`src/sv/rmir_pkg.sv`:
```
// rmir_pkg: shared types, codes and sizes for the running median block
// used by rmir_cell, rmir_ctrl and running_median_insert_remove
`default_nettype none

package rmir_pkg;

    localparam int CAPACITY_DEF = 256;
    localparam int DATA_W       = 32;
    localparam int KIND_W       = 2;
    localparam int STATUS_W     = 3;

    localparam logic [KIND_W-1:0] KIND_INSERT = 2'd0;
    localparam logic [KIND_W-1:0] KIND_REMOVE = 2'd1;
    localparam logic [KIND_W-1:0] KIND_CLEAR  = 2'd2;

    localparam logic [STATUS_W-1:0] STATUS_INSERTED = 3'd0;
    localparam logic [STATUS_W-1:0] STATUS_MEDIAN   = 3'd1;
    localparam logic [STATUS_W-1:0] STATUS_EMPTY    = 3'd2;
    localparam logic [STATUS_W-1:0] STATUS_FULL     = 3'd3;
    localparam logic [STATUS_W-1:0] STATUS_CLEARED  = 3'd4;

    typedef enum logic [0:0] {
        STATE_IDLE,
        STATE_DRAIN
    } state_t;

    typedef struct packed {
        logic                     insert;
        logic                     remove;
        logic                     tap_shift;
        logic signed [DATA_W-1:0] value;
    } cell_ctl_t;

endpackage

`default_nettype wire

```
`src/sv/rmir_cell.sv`:
```
// rmir_cell: one slot of the sorted chain plus one stage of the tap line
// depends on rmir_pkg
`default_nettype none

module rmir_cell #(
    parameter int INDEX = 0,
    parameter int CNT_W = 9,
    parameter int IDX_W = 8
) (
    input  wire                               clk,
    input  rmir_pkg::cell_ctl_t               ctl,
    input  wire  [CNT_W-1:0]                  count,
    input  wire  [IDX_W-1:0]                  mid,
    input  wire                               lo_gt,
    input  wire  signed [rmir_pkg::DATA_W-1:0] lo_val,
    input  wire  signed [rmir_pkg::DATA_W-1:0] hi_val,
    input  wire  signed [rmir_pkg::DATA_W-1:0] hi_tap,
    output logic                              gt,
    output logic signed [rmir_pkg::DATA_W-1:0] val,
    output logic signed [rmir_pkg::DATA_W-1:0] tap
);

    logic signed [rmir_pkg::DATA_W-1:0] val_reg;
    logic signed [rmir_pkg::DATA_W-1:0] val_next;
    logic signed [rmir_pkg::DATA_W-1:0] tap_reg;
    logic signed [rmir_pkg::DATA_W-1:0] tap_next;
    logic                              occupied;
    logic                              at_count;
    logic                              at_mid;
    logic                              above_mid;

    assign occupied  = CNT_W'(INDEX) < count;
    assign at_count  = CNT_W'(INDEX) == count;
    assign at_mid    = IDX_W'(INDEX) == mid;
    assign above_mid = IDX_W'(INDEX) >= mid;
    assign gt        = occupied && (val_reg > ctl.value);

    always_comb
    begin
        val_next = val_reg;
        if (ctl.insert)
        begin
            if (lo_gt)
            begin
                val_next = lo_val;
            end
            else if (gt || at_count)
            begin
                val_next = ctl.value;
            end
        end
        else if (ctl.remove && above_mid)
        begin
            val_next = hi_val;
        end
    end

    always_comb
    begin
        tap_next = tap_reg;
        if (ctl.remove && at_mid)
        begin
            tap_next = val_reg;
        end
        else if (ctl.tap_shift)
        begin
            tap_next = hi_tap;
        end
    end

    always_ff @(posedge clk)
    begin
        val_reg <= val_next;
        tap_reg <= tap_next;
    end

    assign val = val_reg;
    assign tap = tap_reg;

endmodule

`default_nettype wire

```
`config.mk`:
```
export PLATFORM = sky130hd
export DESIGN_NAME = rmir_cell
export DESIGN_NICKNAME = d
export VERILOG_FILES = /design/src/sv/rmir_pkg.sv /design/src/sv/rmir_cell.sv
export SDC_FILE = /design/constraint.sdc
export NUM_CORES = 1
export LEC_CHECK = 0
export BUFFER_PORTS_ARGS = -buffer_cell sky130_fd_sc_hd__buf_2
export CAP_MARGIN = 15
export CORE_ASPECT_RATIO = 1.2
export CORE_MARGIN = 2
export CORE_UTILIZATION = 45
export CTS_CLUSTER_DIAMETER = 120
export DETAILED_ROUTE_END_ITERATION = 7
export HOLD_SLACK_MARGIN = 0.12
export PLACE_DENSITY = 0.89
export SLEW_MARGIN = 15
export SYNTH_ARGS = -nofsm -noshare
export SYNTH_HDL_FRONTEND = slang
export SYNTH_SLANG_ARGS = --single-unit
```
`constraint.sdc`:
```
create_clock -name clk -period 4.24 [get_ports clk]
set_input_delay 0.636 -clock clk [delete_from_list [all_inputs] [get_ports clk]]
set_output_delay 0.636 -clock clk [all_outputs]
set_load 0.01 [all_outputs]
```
# Word level (Yosys, flattened, before mapping)
# Cells that the tools add are included.
# Widths: inputs -> output; s select.
[op_classes] n_addsub=0 n_mul=0 div=0 order_cmp=3 n_eq_ne=1 shift=0 n_mux=6 bitwise_logic=0 reduce_logical=9
[ops] operator="$mux 32" count=6
[ops] operator="$gt 32x32->1" count=1
[ops] operator="$logic_not 9->1" count=1
[ops] operator="$lt 1x9->1 const A" count=1
[ops] operator="$ge 1x8->1 const A" count=1
[ops] operator="$logic_not 8->1" count=1
[ops] operator="$reduce_bool 2->1" count=2
[ops] operator="$logic_and 1x1->1" count=3
[ops] operator="$ne 3x1->1 const B" count=1
[ops] operator="$reduce_and 2->1" count=1
[ops] operator="$logic_or 1x1->1" count=1
[totals] reg_bits=64 latchBits=0 mem_bits_rw=0 rom_bits=0 out_inout_bits=65 wordCells=21 memories=0

# Longest topological paths before layout
# Gate-level depths: netlist of run 1.
[logic_depth] ltp_word=6 mapped_depth=8 mapped_depth_nobuf=8

# Worst setup path after synthesis of run 1
# No wires, ideal clock.
[synth_path] path_kind="input-to-reg" startpoint="input port ctl[31] (netlist name)" endpoint="register val_reg, in the netlist val[0] (enable)" arrival_time_ps=3486 path_slack_ps=317 cell_stages=7 n_path_buf=0 cell_sequence="inv_1 -> ha_1 -> nand4_1 -> nor4_1 -> a221o_1 -> a31oi_1 -> o221ai_1"
[synth_between] elab_chain_cells=5
[synth_rtl] item="start, declared" line_no="rmir_cell.sv:11" rtl="input rmir_pkg::cell_ctl_t ctl,"
[synth_rtl] item="$gt 32x32->1" line_no="rmir_cell.sv:36" rtl="assign gt = occupied && (val_reg > ctl.value);"
[synth_rtl] item="$logic_and 1x1->1" line_no="rmir_cell.sv:36"
[synth_rtl] item="$logic_or 1x1->1" line_no="rmir_cell.sv:47" rtl="else if (gt || at_count)"
[synth_rtl] item="$ne 3x1->1 (no source line)"
[synth_rtl] item="$reduce_and 2->1 (no source line)"
[synth_rtl] item="end signal, assigned" line_no="rmir_cell.sv:73" rtl="val_reg <= val_next;"
[synth_rtl] item="end, declared" line_no="rmir_cell.sv:23" rtl="logic signed [rmir_pkg::DATA_W-1:0] val_reg;"
# Every way passes these cells.
# A chain may end at the register's enable or synchronous reset.

# Worst setup path after layout of run 1
[layout_path] startpoint="register val_reg, in the netlist val[29]" endpoint="output port gt"
[layout_between] elab_chain_cells=2
[layout_rtl] item="$gt 32x32->1" line_no="rmir_cell.sv:36"
[layout_rtl] item="$logic_and 1x1->1" line_no="rmir_cell.sv:36"
[layout_rtl] item="end, declared" line_no="rmir_cell.sv:18" rtl="output logic gt,"
# Every way passes these cells.

==> qor.txt, run 1 <==
outcome - finished clean
vias in the first global route - 3459
Via density - 5.083
share of cells above drive strength 1 - 47.14%
Hold Path Cell Cnt - 3
Final Hold Fails - 0
Tot GR Track Use - 23.29%
Layout Utilization - 63.54%
DP HPWL - 8372 um
Final Skew - 0.006685 ns
PD cells - 326.6 mW/mm^2
# Max-Cap Violations - 0
IO Count - 215
path depth of the worst reg2reg path - 6
Root Driver - clkbuf_8
initial antenna violation count - 0
clock latency on the worst-skew pair - 0.34 ns
Rows - 36
post-synth top area cell - edfxtp_1
Synth area leaders - edfxtp_1, ha_1, mux2_2
Mapped Area - 0.003846 mm^2
Initial DRC Count - 141
pins over their slew limit - 0
Hold Crit Start - hi_tap[0]
Ys Warns - 0
worst vdd ir - 180.0 uV
mux cell area share after synthesis - 17.66%
Highest Clock Rate - 288.3 MHz
Worst R2R End - val[15]
mean area per synthesized cell - 11.28 um^2
initial core utilization - 46.92%
Hold Crit Class - in -> reg
P&R area growth vs syn - 35.43%
post-synthesis adder-cell area fraction - 10.41%
r2r setup slk - 1.11 ns
crit path launch - val[29]
# clock sinks - 64
GRT Residual Overflow - 0
routed vias - 3426
worst reg2reg startpoint - val[14]
Ant. Diodes - 0
top-area cell type share of the netlist area - 49.97%
antenna viol nets, final - 0
nets - 737
compound-cell area share of the yosys netlist - 8.718%
drt first pass iters - 4
layer with the highest usage - met2
CTS resizes - 0
main combinational cell family by area after synthesis - multiplexers
wire length per cell - 16.27 um
Design Area, Final - 0.005209 mm^2
RD Place Congestion - 0.9128
post-synthesis xor/xnor area fraction - 0%
Crit path required time - 3.60 ns
Static Leakage - 0.002572 uW
drc violations - 0
Die H - 105.3 um
quantity of hold-fixing buffers added after cts - 0
Cells after Synth - 341
met3 GRT Util - 3.602%
number of I/O port buffers - 214
CTS HTree Levels - 3
Final Setup Violations - 0
clock slew at reported path FFs - 0.07 ns
Synth Area in Simple Gates - 8.360%
flops & latches, synth - 64
CTS tree - yes
Hold EP - tap[0]
WS Path Type - reg -> out
unrepaired setup endpoints after global routing - false
met1 usage - 25.47%
Yosys cell types - 28
Num CTS Buffers - 9
# Post-CTS Setup Buffers - 0
CORE AREA - 0.008198 mm^2
CP arrival - 2.83 ns
Setup crit start kind - register
syn_nets - 523
Seq/Total Area, Yosys - 49.97%
Worst Tran Pin Value - 1.135 ns
Placement Cell Area - 0.005046 mm^2
WL final - 10970 um
Horiz. Die Dim - 88.40 um
GR Util met2 - 43.02%
Tmin final - 3.469 ns
Setup TNS - 0 ns
die footprint - 0.009306 mm^2
normalized max-slew margin - 24.34%
largest net degree at the start of global routing - 35
CTS max path bufs - 2
first-pass GRT wire length - 16360 um
worst-path fanout max - 3
Final period util - 81.82%
CP endpoint kind - primary output
-- layout make-up --
cell class                 instances  area (um^2)
fill                             661         2989
sequential                        64         1922
multi-input combinational        228         1757
timing repair buffer             217         1094
tap                              114        142.6
inverter                          35        131.4
clock buffer                       9        123.9
clock inverter                     7        38.79
-- layout by cell type, fill, tap and decap left out, drive strengths merged --
master,instances
a211o,2
a21o,4
a21oi,44
a221o,2
a31oi,1
and4,1
buf,217
clkbuf,9
clkinv,6
clkinvlp,1
edfxtp,64
ha,32
inv,35
mux2,31
mux2i,33
nand2,12
nand2b,1
nand3,3
nand4,4
nand4b,1
nor2,40
nor2b,1
nor3,1
nor3b,1
nor4,5
o21a,1
o21ai,5
o221ai,1
or3,2
-- stage by stage --
| step | hold WS (ns) | total power, uW | cells | setup slack, ns |
|---|---|---|---|---|
| 3_3_place_gp | 0.5954 | 1245 | 658 | 0.7766 |
| 5_1_grt | 0.5779 | 1789 | 674 | 0.6820 |
| 6_report | 0.5890 | 1701 | 674 | 0.7708 |
| 4_1_cts | 0.5796 | 1711 | 674 | 0.7960 |
| 3_5_place_dp | 0.6053 | 1265 | 658 | 0.6768 |
| 2_1_floorplan | 0.6530 | 1058 | 341 | 0.3173 |
-- layer usage --
metal | routed length [um] | up-vias
met1 | 4217 | 1578
li1 | - | 1677
met4 | 233 | 0
met3 | 663 | 19
met5 | 0 | -
met2 | 5852 | 152
-- critical path, stage by stage (launching register included) --
cell and delay, ns:
edfxtp_1 0.43, ha_1 0.32, a21o_1 0.19, a21o_1 0.17, a211o_1 0.29, a221o_1 0.28
a31oi_1 0.35, mux2i_1 0.30, buf_2 0.17
-- power by group --
part           internal [uW]  switching (uW)  leakage, uW
registers                786            41.0     0.000623
clock network            206             243    0.0000838
logic                    193             232      0.00187
total                   1190             516      0.00257
-- Yosys cell counts --
master	number
edfxtp_1	64
a21oi_1	44
nor2_1	40
inv_1	35
mux2i_1	33
ha_1	32
mux2_2	31
nand2_1	12
clkbuf_1	10
nor4_1	5
o21ai_0	5
a21o_1	4
nand4_1	4
buf_2	3
nand3_1	3
a211o_1	2
a221o_1	2
or3_1	2
a31oi_1	1
and4_1	1
buf_1	1
nand2b_1	1
nand4b_1	1
nor2b_1	1
nor3_1	1
nor3b_1	1
o21a_1	1
o221ai_1	1
-- cell families after synthesis --
family | Yosys count
compound gates | 60
fa+ha+maj | 32
buf+inv | 49
flops | 64
mux | 64
simple gates | 72
-- worst max path at each step --
stage / to / depth (start not counted)
after floorplan: val[0] / 7
after global placement: val[10] / 8
after detailed placement: val[8] / 8
after CTS: gt / 8
after global routing: gt / 8
final: gt / 8
Power figures use the tool's default switching activity.
==> run 2: changes to the inputs <==
==> constraint.sdc (replaced) <==
create_clock -name clk -period 3.3 [get_ports clk]
set_input_delay 0.495 -clock clk [delete_from_list [all_inputs] [get_ports clk]]
set_output_delay 0.495 -clock clk [all_outputs]
set_load 0.01 [all_outputs]
==> qor.txt, run 2 (synthesis results as in run 1) <==
normalized max-slew margin - 57.07%
worst-path fanout max - 2
CTS max path bufs - 2
worst reg2reg startpoint - val[30]
crit path launch - val[29]
max incr delay on CP - 0.40 ns
# clock sinks - 64
CP endpoint kind - primary output
Die H - 105.3 um
sw power - 659.5 uW
Tot GR Track Use - 23.27%
r2r setup slk - 0.43 ns
largest net degree at the start of global routing - 39
PD cells - 427.7 mW/mm^2
unrepaired setup endpoints after global routing - false
DP HPWL - 8500 um
Via density - 5.087
# Max-Cap Violations - 0
worst hold slack - 0.4308 ns
vias in the first global route - 3601
antenna viol nets, final - 0
clock latency on the worst-skew pair - 0.34 ns
Hold Crit Class - in -> reg
setup ws final - 0.1480 ns
Rows - 36
Setup crit start kind - register
Setup TNS - 0 ns
first-pass GRT wire length - 16500 um
Layout fillers - 692
quantity of hold-fixing buffers added after cts - 0
CTS HTree Levels - 3
Seq pwr share - 46.5%
WL final - 10980 um
nets - 744
initial core utilization - 46.92%
initial antenna violation count - 0
pins over their slew limit - 0
internal power - 1615 uW
Num CTS Buffers - 9
number of I/O port buffers - 214
register cell area after layout - 0.001922 mm^2
Crit path required time - 2.80 ns
end of the critical path - gt
Horiz. Die Dim - 88.40 um
RD Place Congestion - 0.8555
drc violations - 0
post-place setup slack - 0.04061 ns
critical path depth - 8
Net Sw Frac - 29.00%
CP delay by family, top - compound AO/OA/AOI/OAI gates
share of cells above drive strength 1 - 47.62%
WS Path Type - reg -> out
Final Setup Violations - 0
Initial DRC Count - 131
P&R area growth vs syn - 38.26%
Ant. Diodes - 0
Final Hold Fails - 0
die footprint - 0.009306 mm^2
wire length per cell - 16.12 um
GRT Residual Overflow - 0
CP arrival - 2.66 ns
path depth of the worst reg2reg path - 7
most frequent cells in the layout - buf_2, edfxtp_1, a21oi_1, nor2_1, inv_1
IO Count - 215
Static Leakage - 0.002623 uW
most common cell after layout, fill and taps aside - buf_2
Root Driver - clkbuf_8
Tmin final - 3.152 ns
Comb power frac - 25.4%
Worst R2R End - val[14]
area of the multi-input gates - 0.001778 mm^2
worst vdd ir - 240.2 uV
Final Skew - 0.007942 ns
CTS tree - yes
CORE AREA - 0.008198 mm^2
CP cell instances - ha_1 -> a21o_1 -> a21o_1 -> a211o_1 -> a221o_1 -> a31oi_4 -> mux2i_1 -> buf_2
CP max stage cell - edfxtp_1
clock power share - 28.0%
CP Buf/Inv Count - 1
Final period util - 95.51%
outcome - finished clean
Highest Clock Rate - 317.3 MHz
clock slew at reported path FFs - 0.07 ns
drt first pass iters - 4
routed vias - 3464
cell repeated most along the worst path - a21o_1
Worst Tran Pin Value - 0.6440 ns
## run 2: area by class of cell
cell class                 count  area share (%)
sequential                    64           36.14
multi-input combinational    228           33.44
timing repair buffer         224           21.93
tap                          114           2.682
inverter                      35           2.471
clock buffer                  10           2.400
clock inverter                 6          0.9412
## run 2: worst register-to-register path, cell delays in order (launching register included)
cell and delay (ns):
edfxtp_1 0.44, ha_1 0.34, nand4_1 0.16, nor4_2 0.49, a221o_1 0.30, a31oi_4 0.06
o221ai_4 0.54, buf_16 0.25
## run 2: how the worst min path moves through the flow
stage | cells past startpoint | start | slack, ns | end
floorplan | 1 | val[24] | 0.65 | tap[24]
global placement | 1 | val[22] | 0.59 | tap[22]
detailed placement | 1 | val[2] | 0.60 | tap[2]
CTS | 3 | hi_tap[0] | 0.42 | tap[0]
global route | 3 | hi_tap[0] | 0.43 | tap[0]
finish | 3 | hi_tap[0] | 0.43 | tap[0]
## run 2: timing repair
action | CTS | global route
cloned | 0 | 0
endpoints found under the setup margin | 1 | 1
gates resized for setup | 1 | 3
buffers inserted | 0 | 1
## run 2: metal layers
metal / track usage (%) / vias to the layer above / share of wire [%]
li1: - / 1688 / -
met1: 25.32 / 1612 / 39
met2: 42.59 / 143 / 53
met3: 4.150 / 21 / 5.5
met4: 10.61 / 0 / 2.6
met5: 0 / - / 0
## run 2: power by group through the flow
| stage | clock, uW | combinational (uW) | sequential, uW |
|---|---|---|---|
| finish | 638 | 578 | 1060 |
| global placement | 0 | 530 | 1070 |
| CTS | 649 | 559 | 1060 |
| detailed placement | 0 | 553 | 1080 |
| floorplan | 0 | 244 | 1110 |
| global route | 679 | 637 | 1070 |
## run 2: through the flow
| stage | total power [uW] | utilization, % | instances | area (um^2) |
|---|---|---|---|---|
| 5_1_grt | 2384 | 64.87 | 681 | 5318 |
| 4_1_cts | 2269 | 64.26 | 679 | 5268 |
| 2_1_floorplan | 1359 | - | 341 | 3852 |
| 3_3_place_gp | 1603 | 62.01 | 663 | 5084 |
| 6_report | 2274 | 64.87 | 681 | 5318 |
| 3_5_place_dp | 1632 | 62.01 | 663 | 5084 |
