### src/sv/rmir_pkg.sv
// rmir_pkg: shared types, codes and sizes for the running median block
// used by rmir_cell, rmir_ctrl and running_median_insert_remove
`default_nettype none

package rmir_pkg;

    localparam int CAPACITY_DEF = 256;
    localparam int DATA_W       = 32;
    localparam int KIND_W       = 2;
    localparam int STATUS_W     = 3;

    localparam logic [KIND_W-1:0] KIND_INSERT = 2'd0;
    localparam logic [KIND_W-1:0] KIND_REMOVE = 2'd1;
    localparam logic [KIND_W-1:0] KIND_CLEAR  = 2'd2;

    localparam logic [STATUS_W-1:0] STATUS_INSERTED = 3'd0;
    localparam logic [STATUS_W-1:0] STATUS_MEDIAN   = 3'd1;
    localparam logic [STATUS_W-1:0] STATUS_EMPTY    = 3'd2;
    localparam logic [STATUS_W-1:0] STATUS_FULL     = 3'd3;
    localparam logic [STATUS_W-1:0] STATUS_CLEARED  = 3'd4;

    typedef enum logic [0:0] {
        STATE_IDLE,
        STATE_DRAIN
    } state_t;

    typedef struct packed {
        logic                     insert;
        logic                     remove;
        logic                     tap_shift;
        logic signed [DATA_W-1:0] value;
    } cell_ctl_t;

endpackage

`default_nettype wire

### src/sv/rmir_ctrl.sv
// rmir_ctrl: handshake, entry count, drain sequencer and result register
// depends on rmir_pkg
`default_nettype none

module rmir_ctrl #(
    parameter int CAPACITY = rmir_pkg::CAPACITY_DEF,
    parameter int CNT_W    = $clog2(CAPACITY + 1),
    parameter int IDX_W    = $clog2(CAPACITY)
) (
    input  wire                                 clk,
    input  wire                                 rst_n,
    input  wire                                 in_valid,
    output logic                                in_ready,
    input  wire  [rmir_pkg::KIND_W-1:0]         kind,
    input  wire  signed [rmir_pkg::DATA_W-1:0]  value,
    output logic                                out_valid,
    input  wire                                 out_ready,
    output logic [rmir_pkg::STATUS_W-1:0]       status,
    output logic signed [rmir_pkg::DATA_W-1:0]  median,
    input  wire  signed [rmir_pkg::DATA_W-1:0]  tap0,
    output rmir_pkg::cell_ctl_t                 ctl,
    output logic [CNT_W-1:0]                    count,
    output logic [IDX_W-1:0]                    mid
);

    rmir_pkg::state_t                  state_reg;
    rmir_pkg::state_t                  state_next;
    logic [CNT_W-1:0]                  count_reg;
    logic [CNT_W-1:0]                  count_next;
    logic [IDX_W-1:0]                  drain_reg;
    logic [IDX_W-1:0]                  drain_next;
    logic                              out_valid_reg;
    logic                              out_valid_next;
    logic [rmir_pkg::STATUS_W-1:0]     status_reg;
    logic [rmir_pkg::STATUS_W-1:0]     status_next;
    logic signed [rmir_pkg::DATA_W-1:0] median_reg;
    logic signed [rmir_pkg::DATA_W-1:0] median_next;

    logic                              out_free;
    logic                              accept;
    logic                              full;
    logic                              empty;
    logic                              do_ins;
    logic                              do_rem;
    logic                              drain_done;
    logic [CNT_W-1:0]                  count_m1;
    logic [rmir_pkg::STATUS_W-1:0]     in_status;

    assign out_free   = !out_valid_reg || out_ready;
    assign accept     = in_valid && in_ready;
    assign full       = count_reg == CNT_W'(CAPACITY);
    assign empty      = count_reg == '0;
    assign count_m1   = count_reg - CNT_W'(1);
    assign mid        = IDX_W'(count_m1 >> 1);
    assign drain_done = (state_reg == rmir_pkg::STATE_DRAIN) && (drain_reg == '0) && out_free;

    always_comb
    begin
        do_ins    = 1'b0;
        do_rem    = 1'b0;
        in_status = rmir_pkg::STATUS_CLEARED;
        case (kind)
            rmir_pkg::KIND_INSERT:
            begin
                do_ins    = accept && !full;
                in_status = full ? rmir_pkg::STATUS_FULL : rmir_pkg::STATUS_INSERTED;
            end
            rmir_pkg::KIND_REMOVE:
            begin
                do_rem    = accept && !empty;
                in_status = empty ? rmir_pkg::STATUS_EMPTY : rmir_pkg::STATUS_MEDIAN;
            end
            default:
            begin
                in_status = rmir_pkg::STATUS_CLEARED;
            end
        endcase
    end

    // next state
    always_comb
    begin
        state_next = state_reg;
        case (state_reg)
            rmir_pkg::STATE_IDLE:
            begin
                if (do_rem)
                begin
                    state_next = rmir_pkg::STATE_DRAIN;
                end
            end
            rmir_pkg::STATE_DRAIN:
            begin
                if (drain_done)
                begin
                    state_next = rmir_pkg::STATE_IDLE;
                end
            end
            default:
            begin
                state_next = rmir_pkg::STATE_IDLE;
            end
        endcase
    end

    // state outputs
    always_comb
    begin
        in_ready      = 1'b0;
        ctl.tap_shift = do_rem;
        case (state_reg)
            rmir_pkg::STATE_IDLE:
            begin
                in_ready = out_free;
            end
            rmir_pkg::STATE_DRAIN:
            begin
                ctl.tap_shift = drain_reg != '0;
            end
            default:
            begin
                in_ready = 1'b0;
            end
        endcase
        ctl.insert = do_ins;
        ctl.remove = do_rem;
        ctl.value  = value;
    end

    always_comb
    begin
        count_next = count_reg;
        if (do_ins)
        begin
            count_next = count_reg + CNT_W'(1);
        end
        else if (do_rem)
        begin
            count_next = count_m1;
        end
        else if (accept && (kind != rmir_pkg::KIND_INSERT) && (kind != rmir_pkg::KIND_REMOVE))
        begin
            count_next = '0;
        end
    end

    always_comb
    begin
        drain_next = drain_reg;
        if (do_rem)
        begin
            drain_next = mid;
        end
        else if ((state_reg == rmir_pkg::STATE_DRAIN) && (drain_reg != '0))
        begin
            drain_next = drain_reg - IDX_W'(1);
        end
    end

    always_comb
    begin
        out_valid_next = out_valid_reg && !out_ready;
        status_next    = status_reg;
        median_next    = median_reg;
        if (accept && !do_rem)
        begin
            out_valid_next = 1'b1;
            status_next    = in_status;
            median_next    = '0;
        end
        else if (drain_done)
        begin
            out_valid_next = 1'b1;
            status_next    = rmir_pkg::STATUS_MEDIAN;
            median_next    = tap0;
        end
    end

    always_ff @(posedge clk or negedge rst_n)
    begin
        if (!rst_n)
        begin
            state_reg     <= rmir_pkg::STATE_IDLE;
            count_reg     <= '0;
            drain_reg     <= '0;
            out_valid_reg <= 1'b0;
        end
        else
        begin
            state_reg     <= state_next;
            count_reg     <= count_next;
            drain_reg     <= drain_next;
            out_valid_reg <= out_valid_next;
        end
    end

    always_ff @(posedge clk)
    begin
        status_reg <= status_next;
        median_reg <= median_next;
    end

    assign out_valid = out_valid_reg;
    assign status    = status_reg;
    assign median    = median_reg;
    assign count     = count_reg;

`ifndef SYNTH
    a_count_bound: assert property (@(posedge clk) disable iff (!rst_n)
        count_reg <= CNT_W'(CAPACITY))
        else $error("entry count above capacity");

    a_busy_blocks: assert property (@(posedge clk) disable iff (!rst_n)
        (state_reg == rmir_pkg::STATE_DRAIN) |-> !in_ready)
        else $error("input taken while draining");

    a_insert_count: assert property (@(posedge clk) disable iff (!rst_n)
        do_ins |=> count_reg == $past(count_reg) + CNT_W'(1))
        else $error("insert did not grow the store");

    a_drain_result: assert property (@(posedge clk) disable iff (!rst_n)
        drain_done |=> out_valid_reg && (status_reg == rmir_pkg::STATUS_MEDIAN)
            && (state_reg == rmir_pkg::STATE_IDLE))
        else $error("drain ended without a median result");

    a_remove_drains: assert property (@(posedge clk) disable iff (!rst_n)
        do_rem |=> (state_reg == rmir_pkg::STATE_DRAIN) && (drain_reg == $past(mid)))
        else $error("remove did not start the drain");
`endif

endmodule

`default_nettype wire

### config.mk
export PLATFORM = sky130hd
export DESIGN_NAME = rmir_ctrl
export DESIGN_NICKNAME = d
export VERILOG_FILES = /design/src/sv/rmir_pkg.sv /design/src/sv/rmir_ctrl.sv
export SDC_FILE = /design/constraint.sdc
export NUM_CORES = 1
export LEC_CHECK = 0
export BUFFER_PORTS_ARGS = -buffer_cell sky130_fd_sc_hd__buf_2
export CORE_ASPECT_RATIO = 1.4
export CORE_MARGIN = 4
export CORE_UTILIZATION = 35
export CTS_CLUSTER_SIZE = 8
export DETAILED_ROUTE_END_ITERATION = 8
export MAX_ROUTING_LAYER = met4
export PLACE_DENSITY = 0.78
export SLEW_MARGIN = 20
export SYNTH_ARGS = -nofsm -noshare
export SYNTH_HDL_FRONTEND = slang
export SYNTH_SLANG_ARGS = --single-unit
### constraint.sdc
create_clock -name clk -period 2.4 [get_ports clk]
set_clock_uncertainty 0.2 [all_clocks]
set_input_delay 0.24 -clock clk [delete_from_list [all_inputs] [get_ports clk]]
set_output_delay 0.24 -clock clk [all_outputs]
set_load 0.05 [all_outputs]
# --- Yosys cells after proc, flatten, opt, wreduce, memory -nomap -nowiden ---
# Index checks and enable logic that the tools add are counted.
totals:
  regBits: 54
  output_inout_bits: 89
classes:
  bitwise_logic: 1
  n_eq_ne: 3
  reduce_logical: 24
  add_sub_neg: 3
  n_mux: 19
op_table:
  columns: ["operator", "count"]
  rows:
  - ["$mux 9", 3]
  - ["$mux 8", 2]
  - ["$logic_and 1x1->1", 10]
  - ["$add 9x1->9 const B", 1]
  - ["$eq 9x9->1 const B", 1]
  - ["$logic_not 9->1", 1]
  - ["$sub 9x1->9 const B", 1]
  - ["$logic_not 8->1", 1]
  - ["$mux 1", 8]
  - ["$reduce_bool 8->1", 1]
  - ["$sub 8x1->8 const B", 1]
  - ["$mux 3", 2]
  - ["$pmux 3 s2", 1]
  - ["$reduce_bool 2->1", 3]
  - ["$logic_not 1->1", 5]
  - ["$mux 2", 2]
  - ["$reduce_bool 3->1", 1]
  - ["$eq 2x1->1 const B", 1]
  - ["$logic_not 2->1", 1]
  - ["$ne 2x1->1 const B", 1]
  - ["$pmux 1 s2", 1]
  - ["$logic_or 1x1->1", 1]
  - ["$not 1->1", 1]

# --- Longest topological paths before layout ---
# Gate-level depths: netlist of the first run.
depth:
  ltp_word: 9
  ltp_mapped: 9

# --- Worst setup path before layout of the first run ---
# Ideal clock, no wire load.
synth_timing:
  path_kind: "register to register"
  from: "reg count_reg[2], in the netlist count[2]"
  to: "reg count_reg[7], in the netlist count[7]"
  path_buffers: 1
  slack_ns: -0.434
  path_stages_with_launch: 7
  setup_time_ns: 0.087
  period_less_slack_ns: 2.834
  t_arrival_ns: 2.546
  required_time_ns: 2.113
  path_cell_list: "dfrtp_1 > buf_2 > or4_1 > nor4_1 > xor2_1 > nand2_1 > o211ai_1"
synth_via:
  word_cells_on_any_way: 13
  classes_between: "add/sub: 2; eq/ne: 1; mux: 4; reduce/logical: 6"
synth_lines:
  columns: ["item", "line", "rtl"]
  rows:
  - ["start: declaration", "rmir_ctrl.sv:28", "logic [CNT_W-1:0] count_reg;"]
  - ["start signal: assignment", "rmir_ctrl.sv:191", "count_reg <= count_next;"]
  - ["$sub 9x1->9", "rmir_ctrl.sv:53", "assign count_m1 = count_reg - CNT_W'(1);"]
  - ["net mid[6]", "rmir_ctrl.sv:23", "output logic [IDX_W-1:0] mid"]
  - ["$mux 9", "rmir_ctrl.sv:137", "else if (do_rem)"]
  - ["$mux 9", "rmir_ctrl.sv:133", "if (do_ins)"]
# The timed path passes the listed nets, and every way through them passes these cells.
# A chain may end at the register's enable or synchronous reset.

# --- Final worst setup path of the first run ---
layout_timing:
  from: "reg count_reg[0], in the netlist count[0]"
  to: "out mid[6]"
layout_via:
  elab_chain_len: 1
layout_rtl:
  columns: ["item", "line"]
  rows:
  - ["$sub 9x1->9", "rmir_ctrl.sv:53"]
  - ["end: declaration", "rmir_ctrl.sv:23"]
# Every way passes these cells.

==> metrics, run 1 <==
Post-Syn Instances=about 340; io pins=between 150 and 200; RSZ-0062 raised after global routing=yes; CTS root buffer=clkbuf_8; Worst Tran Pin Value=between 0.5 and 0.6 ns; CTS tree=built; routability cong.=0.8444; Clock Tree Buf Depth=2; vias in the first global route=2768; Post-DP HPWL=~5.5 mm; share of cells above drive strength 1=0.3545; final setup fails=0; GR Util All Layers=0.1711; Comb pwr share=0.625; Slew Limit Fails=0; critical path launch point type=register; global-route wire length before repair=between 10 and 15 mm; htree depth=2; leakage power=approximately 1.7 nW; register area share after synthesis=0.4275; most common cell after layout, fill and taps aside=buf_2; critical setup path kind=reg2out; DR pass1 iterations=4; antenna violations before repair=0; Antenna Violating Nets Remaining=0; nets@finish=530; area of the core=a little under 0.008 mm^2; WL/cell=14.58 um; clk sinks=54; outcome=finished, final reports clean; Post-Route Setup TNS=0 ns; GRT overflow=0; final period utilization=0.9922; Post-synth EDFFs=3; Power Density=between 1000 and 1500 mW/mm^2; number of synthesized register bits=between 50 and 60; Switch Pwr=2.983 mW; fmax=419.9 MHz; post-layout util=0.4974; setup slack, reg-to-reg=0.10 ns; area grow syn2layout=37.47%; Async SR Flop Fraction=0.3519; yosys warns=0; die area=0.009582 mm^2; most area-hungry cell type in the Yosys netlist=dfxtp_1; width of the die=83.88 um; Int Pwr=roughly 2.6 mW; 1st-iter DRT viols=108; Total Wirelength=approximately 8.1 mm; Reg clk slew, reported paths=around 0.10 ns; Die Ht=between 100 and 150 um; clk_lat worst skew=0.31 ns; post-synth cell types=47; max-cap violations=0; Tmin final=about 2.4 ns; # port buffers=94; Rel. slew slack=0.6494; Clock power frac=0.098; peak supply drop=between 0.0007 and 0.0008 V; Post-synth top flop=dfxtp_1; pin count of the biggest net entering global routing=33; # rows=38; Worst Setup End Kind=primary output; Final Hold Fails=0; pre-CTS WS=roughly 0.15 ns; number of flip-flops in the largest register=32; Worst EP required=between 1.5 and 2 ns; Synth area leaders=dfxtp_1 (23%), dfrtp_1 (17%), nand2_1 (11%), buf_4 (9.3%), a21oi_1 (6.7%); Post-route DRC=0; syn_nets=around 420; Initial Util=0.3618; Avg Vias per Cell=about 5.0; Hold WS=~0.15 ns; worst setup margin=roughly 0.019 ns; cts bufs inserted=5; Max Fanout on Critical Path=4; worst hold path class=in2reg; total number of vias=2789; synthesized area=between 0.002 and 0.003 mm^2; commonest non-fill, non-tap cells in the layout=buf_2 (87), nand2_1 (82), a21oi_1 (38); CP Data Arrival Time=between 1.5 and 2 ns; switching portion of total power=0.5346; post-synth top area share=0.2271; sequential fraction of design power=0.277; Syn Area/Cell=8.226 um^2
-- through the flow --
stage,cell area [um^2],std cells,power [mW]
5_1_grt,3876,557,5.897
4_1_cts,3811,551,5.496
3_5_place_dp,3259,499,4.704
6_report,3879,558,5.580
3_3_place_gp,3259,499,4.640
2_1_floorplan,2902,343,4.091
-- what timing repair did --
action                                  CTS  global route
setup buffers                            11             6
hold buffers                             33             0
endpoints found under the setup margin    7            28
gates resized for setup                  11             9
hold endpoints to repair                 51             0
pin swaps                                 8             4
-- layer usage --
metal	GRT usage	part of all wire
met1	0.1748	0.38
met2	0.3080	0.53
met3	0.03024	0.044
met4	0.09549	0.037
met5	-	0
-- cell usage after synthesis (all sizes together), types with 3 or more instances --
master / count
a31oi: 3
nand2b: 5
ha: 4
nor4: 7
clkbuf: 9
nand2: 86
a32oi: 4
nor2: 9
buf: 43
xnor2: 6
nand4: 3
o21ai: 15
and3: 3
nand3: 8
a21oi: 40
dfxtp: 32
nor4b: 3
dfrtp: 19
inv: 13
edfxtp: 3
nor3: 5
o211ai: 3
-- worst max-delay path: stages, from the launching register on --
cell and delay (ns):
dfrtp_2 0.44, or4_4 0.55, nor4_4 0.27, xor2_4 0.19
buf_6 0.18
-- path summary, 6_finish.rpt --
check,cells after the start,from,endpoint
max in group asynchronous,2,rst_n,count[2]
setup reg to reg,9,count[1],median[3]
setup / recovery,4,count[0],mid[6]
min in group asynchronous,2,rst_n,drain_reg[4]
hold reg to reg,2,median[16],median[16]
hold / removal,2,kind[1],status[0]
-- layout make-up --
class / count / area, um^2
multi-input combinational: 224 / 1315
timing repair buffer: 158 / 1079
clock buffer: 6 / 82.58
clock inverter: 2 / 15.01
sequential: 54 / 1211
tap: 100 / 125.1
inverter: 13 / 48.80
fill: 702 / 3919
antenna: 1 / 2.502
-- logic make-up (layout without fill, tap and decap cells) --
logic type               count (synthesis)  after routing  share of synthesized area
buffers and inverters                   65            179                     0.1428
XOR/XNOR                                 8              8                    0.02483
AND/OR/NAND/NOR                        136            136                     0.2248
AO/OA/AOI/OAI                           76             76                     0.1623
adder cells (fa/ha/maj)                  4              4                    0.01774
flip-flops                              54             54                     0.4275
other                                    0              1                          0
-- power groups by stage --
stage	logic (mW)	clock network, mW	registers (mW)
floorplan	1.65	0	2.45
global placement	3.09	0	1.55
detailed placement	3.13	0	1.58
CTS	3.38	0.578	1.54
global route	3.69	0.610	1.60
finish	3.49	0.548	1.55
Power figures use the tool's default switching activity.
==> run 2: changes to the inputs <==
--- a/config.mk
+++ b/config.mk
@@ -5,14 +5,15 @@
 export SDC_FILE = /design/constraint.sdc
 export NUM_CORES = 1
 export LEC_CHECK = 0
-export BUFFER_PORTS_ARGS = -buffer_cell sky130_fd_sc_hd__buf_2
 export CORE_ASPECT_RATIO = 1.4
 export CORE_MARGIN = 4
 export CORE_UTILIZATION = 35
+export CTS_BUF_LIST = sky130_fd_sc_hd__clkbuf_8 sky130_fd_sc_hd__clkbuf_16
 export CTS_CLUSTER_SIZE = 8
 export DETAILED_ROUTE_END_ITERATION = 8
+export DONT_BUFFER_PORTS = 1
 export MAX_ROUTING_LAYER = met4
-export PLACE_DENSITY = 0.78
+export PLACE_DENSITY = 0.59
 export SLEW_MARGIN = 20
 export SYNTH_ARGS = -nofsm -noshare
 export SYNTH_HDL_FRONTEND = slang
==> constraint.sdc (replaced) <==
create_clock -name clk -period 2.7 [get_ports clk]
set_clock_uncertainty 0.2 [all_clocks]
set_input_delay 0.27 -clock clk [delete_from_list [all_inputs] [get_ports clk]]
set_output_delay 0.27 -clock clk [all_outputs]
set_load 0.05 [all_outputs]
==> run 2 against run 1 <==
  * Critical path depth up 1
  * Wire length down 7.0%
  * Non-clock buffer count down 91
  * Via count down 14%
  * Flip-flop and latch count unchanged
  * Global-route usage down 0.86 points
  * Cell count down 16%
  * Register-to-register slack better by 0.09 ns
  * Sequential power up 28%
  * Combinational power down 40%
  * Die area unchanged
==> metrics, run 2 (same netlist as run 1, synthesis figures left out) <==
GR Util All Layers=0.1625 (-0.008555); GRT overflow=0 (unchanged); RSZ-0062 raised after global routing=no; htree depth=2 (unchanged); Tot Pwr=4.539 mW (-19%); CTS root buffer=clkbuf_8; clk_lat worst skew=0.31 ns (about the same); 1st-iter DRT viols=84 (-22%); number of flip-flops in the largest register=32 (unchanged); Max Fanout on Critical Path=7 (+3); Worst EP required=2.23 ns (+0.27 ns); Worst Setup End Kind=primary output; fin cells=466 (-16%); Reg clk slew, reported paths=0.10 ns (about the same); hold depth=3 (+1); CTS tree=built; Post-route DRC=0 (unchanged); global-route wire length before repair=12.15 mm (-6.5%); Post-Route Setup TNS=0 ns (unchanged); Fillers=790 (+13%); worst setup margin=0.1526 ns (+0.1338 ns); max-cap violations=0 (unchanged); total number of vias=2410 (-14%); antenna violations before repair=0 (unchanged); width of the die=83.88 um (unchanged); Slew Limit Fails=0 (unchanged); CP Data Arrival Time=2.08 ns (+0.14 ns); worst hold path class=in2reg; Worst Tran Pin Value=0.9155 ns (+0.3936 ns); pre-CTS WS=0.1834 ns (+0.03404 ns); fmax=392.6 MHz; Placed Cells=421 (-16%); WL/cell=16.24 um (+11%); area grow syn2layout=18.71%; Worst Setup SP=drain_reg[2]; Initial Util=0.3618 (unchanged); Power Density=1355 mW/mm^2 (-5.8%); area of the core=0.007797 mm^2 (unchanged); path depth of the worst reg2reg path=7 (-2); Comb pwr share=0.460 (-0.165); Total Wirelength=7.566 mm (-7.0%); final period utilization=0.9435; Clock Tree Buf Depth=2 (unchanged); critical path launch point type=register; Final Hold Fails=0 (unchanged); die area=0.009582 mm^2 (unchanged); leakage power=1.310 nW (-25%); Clock power frac=0.105 (+0.007); Avg Vias per Cell=5.172 (+3.5%); dpl cell area=0.002887 mm^2 (-11%); final setup fails=0 (unchanged); # port buffers=0 (-100%); DR pass1 iterations=4 (unchanged); critical setup path kind=reg2out; Post-DP HPWL=5.440 mm (-0.73%); worst hold endpoint=count[8]; worst hold start=kind[1]; Die Ht=114.2 um (unchanged); nets@finish=439 (-17%); Tmin final=around 2.5 ns; post-layout util=0.4296 (-0.06788); Int Pwr=2.016 mW (-22%); # rows=38 (unchanged); switching portion of total power=0.5558 (+0.02123); outcome=finished, final reports clean; routability cong.=0.8468 (+0.28%); clk sinks=54 (unchanged); # diodes=0 (-1); peak supply drop=0.0009641 V (+23%); Hold WS=0.01993 ns (-0.1320 ns); pin count of the biggest net entering global routing=34 (+3.0%); share of cells above drive strength 1=0.1503 (-0.2042); Switch Pwr=2.523 mW (-15%); cts bufs inserted=5 (unchanged); fin area=0.003349 mm^2 (-14%); vias in the first global route=2488 (-10%); setup slack, reg-to-reg=0.19 ns (+0.09 ns); Rel. slew slack=0.3876 (-0.2618); most common cell after layout, fill and taps aside=nand2_1; origin of the critical flop-to-flop path=drain_reg[2]; io pins=159 (unchanged); sequential fraction of design power=0.436 (+0.159); commonest non-fill, non-tap cells in the layout=nand2_1 (85), a21oi_1 (38), dlygate4sd3_1 (34); RR Endpoint=median[30]; Antenna Violating Nets Remaining=0 (unchanged)
==> run 2: changes by cell type in the layout (fill, tap and decap cells not counted), sizes merged <==
| cell | previous run | this run |
|---|---|---|
| buf | 122 | 33 |
| clkbuf | 9 | 5 |
| clkinv | 0 | 1 |
| clkinvlp | 0 | 1 |
| diode | 1 | 0 |
| dlygate4sd3 | 33 | 34 |
| inv | 15 | 14 |
==> run 2: power groups by stage <==
stage	combinational, mW	sequential, mW	clock (mW)
global route	2.27	2.02	0.531
global placement	2.00	1.99	0
CTS	2.08	1.98	0.502
detailed placement	2.03	2.00	0
floorplan	1.38	2.16	0
finish	2.09	1.98	0.475
==> run 2: repair_timing <==
action                                 4_1_cts  5_1_grt
gates resized for setup                      0        1
hold buffers                                34        0
gates cloned                                 0        0
setup buffers                                1        2
endpoints found under the hold margin       54        0
setup endpoints to repair                    1        3
pin swaps                                    1        1
==> run 2: worst max path at each step <==
stage / end / slack, ns
3_3_place_gp: median[2] / 0.31
5_1_grt: ctl[32] / 0.01
3_5_place_dp: median[30] / 0.18
6_report: ctl[32] / 0.15
4_1_cts: mid[6] / 0.07
2_1_floorplan: ctl[33] / -0.0008
==> run 2: final cells by class <==
type / instances / area [um^2] / share of cell area
Inverter: 13 / 48.80 / 0.01457
Tap cell: 100 / 125.1 / 0.03736
Clock inverter: 3 / 25.02 / 0.007471
Multi-Input combinational cell: 224 / 1237 / 0.3694
Clock buffer: 5 / 68.82 / 0.02055
Sequential cell: 54 / 1206 / 0.3601
Timing Repair Buffer: 67 / 638.1 / 0.1905
==> run 2: metal layers <==
metal	GRT usage	part of all wire
met2	0.2889	0.53
met4	0.05687	0.021
met5	-	0
met1	0.1654	0.37
met3	0.05760	0.082
==> run 2: worst max-delay path, cell delays in order (launching register included) <==
cell and delay (ns):
dfrtp_1 0.45, or4_4 0.53, nor4b_4 0.29, nand2b_1 0.21
nand2_2 0.11, buf_12 0.16
==> run 3: changes to the inputs <==
--- a/config.mk
+++ b/config.mk
@@ -5,15 +5,17 @@
 export SDC_FILE = /design/constraint.sdc
 export NUM_CORES = 1
 export LEC_CHECK = 0
+export CELL_PAD_IN_SITES_DETAIL_PLACEMENT = 1
+export CELL_PAD_IN_SITES_GLOBAL_PLACEMENT = 2
 export CORE_ASPECT_RATIO = 1.4
 export CORE_MARGIN = 4
-export CORE_UTILIZATION = 35
+export CORE_UTILIZATION = 33
 export CTS_BUF_LIST = sky130_fd_sc_hd__clkbuf_8 sky130_fd_sc_hd__clkbuf_16
 export CTS_CLUSTER_SIZE = 8
 export DETAILED_ROUTE_END_ITERATION = 8
 export DONT_BUFFER_PORTS = 1
 export MAX_ROUTING_LAYER = met4
-export PLACE_DENSITY = 0.59
+export PLACE_DENSITY = 0.88
 export SLEW_MARGIN = 20
 export SYNTH_ARGS = -nofsm -noshare
 export SYNTH_HDL_FRONTEND = slang
==> run 3 against run 2 <==
  * Register-to-register slack improved by 0.12 ns
  * Critical path depth rose by 1
  * Total power is 6.0% higher
  * Hold slack worse by 0.014 ns
  * Design area grew 2.4%
  * First-iteration DRC count up 7.1%
  * Largest cell class unchanged
  * Largest power group unchanged
  * Highest routed layer unchanged
==> metrics, run 3 (same netlist as run 1, synthesis figures left out) <==
outcome=finished, final reports clean; clk_lat worst skew=0.30 ns (about the same); GR Util All Layers=0.1752 (+0.01265); fmax=386.6 MHz (-1.5%); critical path launch point type=register; Worst Setup End Kind=primary output; routability cong.=0.8738 (+3.2%); Antenna Violating Nets Remaining=0 (unchanged); commonest non-fill, non-tap cells in the layout=nand2_1 (85), a21oi_1 (38), dlygate4sd3_1 (34); share of cells above drive strength 1=0.1580 (+0.007765); Worst EP required=2.23 ns (about the same); Clock Tree Buf Depth=2 (unchanged); Worst Tran Pin Value=0.9678 ns (+0.05233 ns); total number of vias=2510 (+4.1%); io pins=159 (unchanged); nets@finish=440 (+0.23%); vias in the first global route=2688 (+8.0%); max-cap violations=0 (unchanged); antenna violations before repair=0 (unchanged); Max Fanout on Critical Path=6 (-1); area of the core=0.008247 mm^2 (+5.8%); # rows=39 (+2.6%); peak supply drop=0.0006239 V (-35%); 1st-iter DRT viols=90 (+7.1%); Final Hold Fails=0 (unchanged); # port buffers=0 (unchanged); clk sinks=54 (unchanged); GRT overflow=0 (unchanged); CTS root buffer=clkbuf_16; cts bufs inserted=5 (unchanged); Avg Vias per Cell=5.352 (+3.5%); width of the die=86.15 um (+2.7%); CP Data Arrival Time=2.12 ns (+0.04 ns); CTS tree=built; htree depth=2 (unchanged); critical setup path kind=reg2out; post-layout util=0.4157 (-0.01384); final period utilization=0.9581 (+0.01460); Tmin final=2.587 ns (+0.03941 ns); Post-route DRC=0 (unchanged); leakage power=1.347 nW (+2.8%); Reg clk slew, reported paths=0.07 ns (-0.03 ns); pin count of the biggest net entering global routing=32 (-5.9%); area grow syn2layout=21.51%; # diodes=0 (unchanged); Power Density=1403 mW/mm^2 (+3.6%); Total Wirelength=8.784 mm (+16%); dpl cell area=0.002904 mm^2 (+0.61%); DR pass1 iterations=4 (unchanged); WL/cell=18.73 um (+15%); RSZ-0062 raised after global routing=no; number of flip-flops in the largest register=32 (unchanged); most common cell after layout, fill and taps aside=nand2_1; Rel. slew slack=0.3526 (-0.03500); final setup fails=0 (unchanged); die area=0.01011 mm^2 (+5.6%); global-route wire length before repair=13.77 mm (+13%); fin area=0.003428 mm^2 (+2.4%); Slew Limit Fails=0 (unchanged); Post-DP HPWL=6.294 mm (+16%); Die Ht=117.4 um (+2.8%); worst hold path class=in2reg; Initial Util=0.3421 (-0.01971)
[run 3: worst paths after layout]
check | slack [ns] | to | depth (start not counted) | start
worst max-delay path | 0.11 | ctl[32] | 6 | drain_reg[5]
max in group asynchronous | 1.28 | drain_reg[2] | 1 | rst_n
min in group asynchronous | 0.37 | count[3] | 1 | rst_n
worst min-delay path | 0.006 | median[7] | 2 | kind[0]
worst min register to register | 0.34 | drain_reg[5] | 1 | drain_reg[5]
worst max register to register | 0.31 | median[12] | 7 | drain_reg[5]
[run 3: per-stage QoR]
| step | setup WS, ns | setup TNS [ns] | total power [mW] | cells | hold WS [ns] |
|---|---|---|---|---|---|
| after floorplan | -0.0007587 | -0.0007587 | 3.541 | 343 | -0.2256 |
| after global placement | 0.3125 | 0 | 4.008 | 425 | -0.2248 |
| after detailed placement | 0.2955 | 0 | 4.081 | 425 | -0.2248 |
| after CTS | 0.02134 | 0 | 4.814 | 468 | 0.009950 |
| after global routing | 0.02380 | 0 | 5.081 | 469 | 0.02508 |
| final | 0.1131 | 0 | 4.811 | 469 | 0.006236 |
[run 3: layout make-up]
class                      instances  area, um^2
multi-input combinational        224        1245
clock inverter                     3       28.78
tap                              102       127.6
sequential                        54        1207
clock buffer                       5       125.1
timing repair buffer              68       645.6
fill                             956        4818
inverter                          13       48.80
[run 3: what timing repair did]
action / CTS / global route
endpoints found under the setup margin: 1 / 3
buffers inserted: 1 / 1
hold endpoints to repair: 52 / 0
pin swaps: 1 / 2
hold buffers: 34 / 0
resized for setup: 0 / 3
cloned: 0 / 0
[run 3: metal layers]
metal / up-vias / track usage / share of wire
li1: 1173 / - / -
met3: 20 / 0.04698 / 0.081
met5: - / - / 0
met2: 104 / 0.3031 / 0.51
met4: 0 / 0.07228 / 0.026
met1: 1213 / 0.1847 / 0.38
[run 3: where the power goes]
| group | switching, mW | total [mW] | internal (mW) |
|---|---|---|---|
| Sequential | 0.897 | 2.02 | 1.12 |
| Clock | 0.321 | 0.678 | 0.356 |
| Combinational | 1.40 | 2.12 | 0.720 |
[run 3: worst max-delay path, stage by stage (launching register included)]
cell	delay, ns
dfrtp_1	0.41
or4_4	0.58
nor4b_4	0.26
buf_4	0.19
nand2b_4	0.14
nand2_2	0.08
buf_12	0.16
